**config.mk**
```make
export PLATFORM = sky130hd
export DESIGN_NAME = plcb_queue
export DESIGN_NICKNAME = d
export VERILOG_FILES = /design/src/design/plcb_pkg.sv /design/src/design/plcb_queue.sv
export SDC_FILE = /design/constraint.sdc
export NUM_CORES = 1
export LEC_CHECK = 0
export BUFFER_PORTS_ARGS = -buffer_cell sky130_fd_sc_hd__buf_2
export CAP_MARGIN = 20
export CORE_UTILIZATION = 54
export CTS_CLUSTER_SIZE = 8
export DETAILED_ROUTE_END_ITERATION = 8
export PLACE_DENSITY = 0.89
export SLEW_MARGIN = 20
export SYNTH_ARGS = -nofsm -noshare
export SYNTH_HDL_FRONTEND = slang
export SYNTH_SLANG_ARGS = --single-unit
```
**constraint.sdc**
```tcl
create_clock -name clk -period 4.9 [get_ports clk]
set_input_delay 0.49 -clock clk [delete_from_list [all_inputs] [get_ports clk]]
set_output_delay 0.49 -clock clk [all_outputs]
set_load 0.02 [all_outputs]
```
**src/design/plcb_pkg.sv**
```systemverilog
// Shared types and constants for the persistence layer capture buffer.
// Holds the request and result payloads, the queued operation and the command codes.
// No dependencies.
package plcb_pkg;

	// Default sizes handed to the top level parameters.
	localparam int DEF_LAYER_COUNT = 8;
	localparam int DEF_LAYER_DEPTH = 1024;
	localparam int DEF_QUEUE_DEPTH = 2;

	// Field widths of the request and result payloads.
	localparam int CMD_W   = 2;
	localparam int RAW_W   = 16;
	localparam int SEL_W   = 3;
	localparam int IDX_W   = 10;
	localparam int VAL_W   = 16;
	localparam int COLOR_W = 16;
	localparam int LEN_W   = 11;
	localparam int GAIN_W  = 16;

	// Sample scaling: 12-bit signed code times an unsigned Q4.12 gain.
	localparam int CODE_W     = 12;
	localparam int GAIN_FRAC  = 12;
	localparam int PROD_W     = CODE_W + GAIN_W + 1;
	localparam int ROUND_HALF = 1 << (GAIN_FRAC - 1);

	// RGB565 component widths.
	localparam int COMP_B_W = 5;
	localparam int COMP_G_W = 6;
	localparam int COMP_R_W = 5;

	// Configuration port.
	localparam int APB_DATA_W   = 32;
	localparam int APB_ADDR_W   = 3;
	localparam int REG_ADDR_LSB = 2;

	localparam logic [COLOR_W-1:0] BASE_COLOR_RST  = 16'hFFFF;
	localparam logic [GAIN_W-1:0]  SAMPLE_GAIN_RST = 16'd4096;

	typedef enum logic {
		REG_BASE_COLOR  = 1'b0,
		REG_SAMPLE_GAIN = 1'b1
	} reg_idx_t;

	// Command codes carried in a request.
	typedef enum logic [CMD_W-1:0] {
		CMD_STORE = 2'd0,
		CMD_READ  = 2'd1,
		CMD_CLEAR = 2'd2
	} cmd_t;

	// Operation kind after classification in the front end.
	typedef enum logic [1:0] {
		OP_STORE,
		OP_READ,
		OP_CLEAR,
		OP_NONE
	} op_kind_t;

	typedef struct packed {
		logic [CMD_W-1:0] cmd;
		logic [RAW_W-1:0] sample_raw;
		logic             batch_start;
		logic [SEL_W-1:0] layer_sel;
		logic [IDX_W-1:0] entry_index;
	} item_t;

	typedef struct packed {
		logic signed [VAL_W-1:0] read_value;
		logic                    read_valid;
		logic [COLOR_W-1:0]      layer_color;
		logic [LEN_W-1:0]        fill_length;
		logic [LEN_W-1:0]        to_transmit;
	} result_t;

	// One classified request as it waits between front and back end.
	typedef struct packed {
		op_kind_t                kind;
		logic                    batch;
		logic signed [VAL_W-1:0] sample;
		logic [SEL_W-1:0]        sel;
		logic                    sel_ok;
		logic [IDX_W-1:0]        idx;
		logic [COLOR_W-1:0]      color;
	} op_t;

endpackage

```
**src/design/plcb_queue.sv**
```systemverilog
// Short operation queue between the front end and the back end.
// Depends on plcb_pkg for the operation type.
module plcb_queue #(
	parameter int DEPTH = plcb_pkg::DEF_QUEUE_DEPTH
) (
	input  logic          clk,
	input  logic          arst_n,
	input  logic          push_valid,
	output logic          push_ready,
	input  plcb_pkg::op_t push_op,
	output logic          pop_valid,
	input  logic          pop,
	output plcb_pkg::op_t pop_op
);

	localparam int PTR_W = $clog2(DEPTH);
	localparam int CNT_W = $clog2(DEPTH + 1);

	plcb_pkg::op_t      entry_q [DEPTH];
	logic [PTR_W-1:0]   wr_ptr_q;
	logic [PTR_W-1:0]   rd_ptr_q;
	logic [CNT_W-1:0]   count_q;
	logic               push;

	assign push_ready = count_q != CNT_W'(DEPTH);
	assign pop_valid  = count_q != '0;
	assign push       = push_valid && push_ready;
	assign pop_op     = entry_q[rd_ptr_q];

	// Pointers and fill count.
	always_ff @(posedge clk or negedge arst_n) begin
		if (!arst_n) begin
			wr_ptr_q <= '0;
			rd_ptr_q <= '0;
			count_q  <= '0;
		end else begin
			if (push) begin
				wr_ptr_q <= (wr_ptr_q == PTR_W'(DEPTH - 1)) ? '0 : wr_ptr_q + 1'b1;
			end
			if (pop) begin
				rd_ptr_q <= (rd_ptr_q == PTR_W'(DEPTH - 1)) ? '0 : rd_ptr_q + 1'b1;
			end
			case ({push, pop})
				2'b10:   count_q <= count_q + 1'b1;
				2'b01:   count_q <= count_q - 1'b1;
				default: count_q <= count_q;
			endcase
		end
	end

	// Entry storage.
	always_ff @(posedge clk) begin
		if (push) begin
			entry_q[wr_ptr_q] <= push_op;
		end
	end

endmodule

```
-- Word-level counts from Yosys, hierarchy flattened
Memory sizes are Yosys's and may differ from the RTL's.
Index checks and enable logic that the tools add are counted.
- equal/unequal tests: 3
- reduce and logical (&&, ||, !) cells: 3
- mux-type cells: 5
- $add $sub $neg: 4
- operator list (operator ; number):
    $mux 1 ; 4
    $pmux 2 s2 ; 1
    $reduce_bool 2->1 ; 2
    $add 1x1->1 const B ; 2
    $add 2x1->2 const B ; 1
    $eq 2x1->1 const B ; 1
    $eq 2x2->1 const B ; 1
    $ne 2x2->1 const B ; 1
    $sub 2x1->2 const B ; 1
    $logic_and 1x1->1 ; 1
- bits in writable memories: 98
- flip-flop bits (word level): 4
- output and inout bits: 51
- memories kept: 1
- logic and storage cells: 19
- input bits: 53
- memories (name ; words ; width ; rd ports ; clocked after memory_dff ; write ports ; line ; source):
    entry_q ; 2 ; 49 ; 1 ; 0 ; 1 ; plcb_queue.sv:19 ; plcb_pkg::op_t entry_q [DEPTH];

-- Depth between registers and ports, before layout
- depth after elaboration: 4
- gate-level depth with buffers: 6
- mapped depth without buffers: 6

-- Worst setup path after synthesis
Ideal clock, no wire load.
- path type: register -> register
- start: register count_q[0]
- end: memory entry_q[0][0] in the netlist's numbering (enable)
- data required time: 4444 ps
- path slack: 1582 ps
- arrival: 2862 ps
- buffers on the path: 0
- cell stages (with the launch flop): 4
- cells stage by stage: dfrtp_1 > nand2b_1 > nand2_1 > nor2_1
- cells in the longest elaborated chain, start to end: 4
- RTL lines (element ; line ; source):
    from (decl) ; plcb_queue.sv:22 ; logic [CNT_W-1:0] count_q;
    from (signal assigned) ; plcb_queue.sv:44 ; 2'b10: count_q <= count_q + 1'b1;
    from (signal assigned) ; plcb_queue.sv:45 ; 2'b01: count_q <= count_q - 1'b1;
    from (signal assigned) ; plcb_queue.sv:46 ; default: count_q <= count_q;
    $ne 2x2->1 ; plcb_queue.sv:25 ; assign push_ready = count_q != CNT_W'(DEPTH);
    via push_ready ; plcb_queue.sv:9 ; output logic push_ready,
    $logic_and 1x1->1 ; plcb_queue.sv:27 ; assign push = push_valid && push_ready;
    $mux 1 ; plcb_queue.sv:53 ; if (push) begin
    $mux 1 (implied by the code) ; plcb_queue.sv:54 ; entry_q[wr_ptr_q] <= push_op;
    to (decl) ; plcb_queue.sv:19 ;
The timed path passes the listed nets, and every way through them passes these cells.

==> out/metrics.yaml <==
syn_avg_cell_area_um2: 23.5
rrSetupSlack_ns: 2.77
crit_fanout: 50
clock_latency_ns: 0.35
slew_headroom_pct: 37.1
synthTopCellsByArea: "edfxtp_1 (74%), mux2_4 (19%), buf_12 (2.5%), dfrtp_1 (2.5%), xnor2_1 (0.66%)"
yosysWarnings: 0
gr-total-overflow: 0
cap_violations: 0
crit_path_end: "pop_op[42]"
reg2reg_depth: 4
powerDensity_nw_per_um2: 603
grt_pass1_vias: 1853
rsz0062_at_grt: "no"
nNetsFinal: 333
antennaDiodeCount: 0
grt_max_degree: 51
ys_seq_elements: 102
fmax_ghz: 0.409
area_growth_pct: 19.0
synth_top_area_cell: "edfxtp_1"
r2r-end: "entry_q[0][24]"
post-place-ws_ns: 2.77
syn_nets: 223
dp_hpwl_um: 3920
cts-root-buf: "clkbuf_8"
power_mw: 2.85
gp_congestion: 0.650
ios: 104
first_pass_iters: 4
core_area_um2: 6940
setup_viol: 0
die_w_um: 87.8
grt_pass1_wl_um: 8870
utilization_pct: 68.1
stdcell_count: 380
synth_edf_count: 98
fin_setup_tns_ns: 0
min_period_over_period_pct: 49.9
netlist_top_cells_count: "edfxtp_1 (98), mux2_4 (49), buf_12 (5)"
finalClockSkew_ns: 0.00871
outcome: "finished clean"
fin_crit_ns: 2.45
cp_data_required_time_ns: 4.41
cts_buffers: 9
drt_iter0_markers: 109
synth_area_um2: 3980
drc: 0
ctsHtreeMaxLevel: 3
start_util_pct: 57.3
crit_type: "reg2out"
die_y_um: 87.8
wl_um: 5980
antenna_found_initial: 0
cts_max_path_buffers: 2
regToRegStartpoint: "count_q[0]"
cts_resized: 0
ys_seq_area_share_pct: 76.5
synth_cell_types: 13
cts.reportedPaths.clkPinSlew_ns: 0.10
power_leakage_nw: 1.91
peakVddDrop_v: 0.000562
crit_arrival_ns: 1.96
fp-row-count: 30
cts_tree: "done"
startpoint: "rd_ptr_q"
async_reset_ff_share_pct: 3.92
die-area_um2: 7710
grt_usage_pct: 16.3
slew_violations: 0
max_slew.worst_pin.slew_ns: 0.944
vias: 1888
routedWlPerCell_um: 15.7
synthFlopType: "edfxtp_1"
fin_ws_ns: 2.45
drtAntennaViolNets: 0
whs_ns: 0.315
portBuffers: 103
hold_viol: 0
cp-start-kind: "flip-flop"
yosysMostFrequentCell: "edfxtp_1"
syn_inst: 169
placed_area_um2: 4520
dp.cells: 363
end_kind: "primary output"
min_path_type: "in2reg"
avgViaCountPerCell: 4.97
fin_area_um2: 4730
netlist.area_leader.share_pct: 74.0
drive_gt1_share_pct: 60.6
numClockSinks: 102
==> how the worst min path moves through the flow <==
stage | startpoint | to | cells after the start | slack [ns]
floorplan | arst_n | count_q[0] | 0 | 0.19
global placement | arst_n | count_q[1] | 1 | 0.30
detailed placement | arst_n | wr_ptr_q | 1 | 0.30
CTS | push_op[32] | entry_q[0][32] | 1 | 0.30
global route | push_op[18] | entry_q[0][18] | 1 | 0.29
finish | push_op[32] | entry_q[0][32] | 1 | 0.32
==> worst max-delay path: stages, from the launching register on <==
cell	delay [ns]
dfrtp_4	1.07
mux2_4	0.36
buf_2	0.16
==> logic make-up (layout without fill, tap and decap cells) <==
group                    after synthesis  in the layout  share of synthesized area, %
flip-flops                           102            102                          76.5
multiplexers                          49             49                          18.5
AND/OR/NAND/NOR                        6              6                         0.755
buffers and inverters                  6            121                          2.80
XOR/XNOR                               5              5                          1.10
adder cells (fa/ha/maj)                1              1                         0.315
==> final cells by class <==
class	count	area [um^2]
Sequential cell	102	3050
Fill cell	469	2210
Multi-Input combinational cell	61	835
Timing Repair Buffer	105	533
Clock buffer	10	128
Tap cell	96	120
Clock inverter	6	70.1
==> where the power goes <==
| group | leakage (nW) | internal, mW | switching [mW] | total (mW) |
|---|---|---|---|---|
| clock network | 0.101 | 0.241 | 0.274 | 0.515 |
| registers | 0.956 | 1.19 | 0.171 | 1.37 |
| logic | 0.855 | 0.485 | 0.490 | 0.975 |
==> registers in the layout (all words and copies together) (netlist names) <==
register / flops
rd_ptr_q: 1
entry_q: 98
wr_ptr_q: 1
count_q: 2
==> timing repair <==
action / in CTS / in global routing
endpoints found under the hold margin: 4 / 0
setup buffers: 0 / 0
hold buffers: 1 / 0
==> layout by cell type (no fill, tap or decap) <==
| cell | n |
|---|---|
| buf_2 | 103 |
| edfxtp_1 | 98 |
| mux2_4 | 49 |
| clkbuf_8 | 9 |
| xnor2_1 | 3 |
| dfrtp_1 | 3 |
| xor2_1 | 2 |
| clkinv_4 | 2 |
| inv_6 | 2 |
| nand2b_1 | 1 |
| or2_2 | 1 |
| nand2_1 | 1 |
| and3_4 | 1 |
| nor2_4 | 1 |
| nor2_1 | 1 |
| ha_1 | 1 |
| bufinv_16 | 1 |
| clkinv_2 | 1 |
| clkbuf_1 | 1 |
| dlygate4sd3_1 | 1 |
| buf_4 | 1 |
| dfrtp_4 | 1 |
==> per-layer routing <==
layer	up-vias	GRT usage, %	share of wire, %
met5	-	0	0
met4	0	8.49	1.6
met3	10	4.90	7.1
met2	78	25.7	47
met1	919	20.5	45
li1	881	-	-
Power figures use the tool's default switching activity.
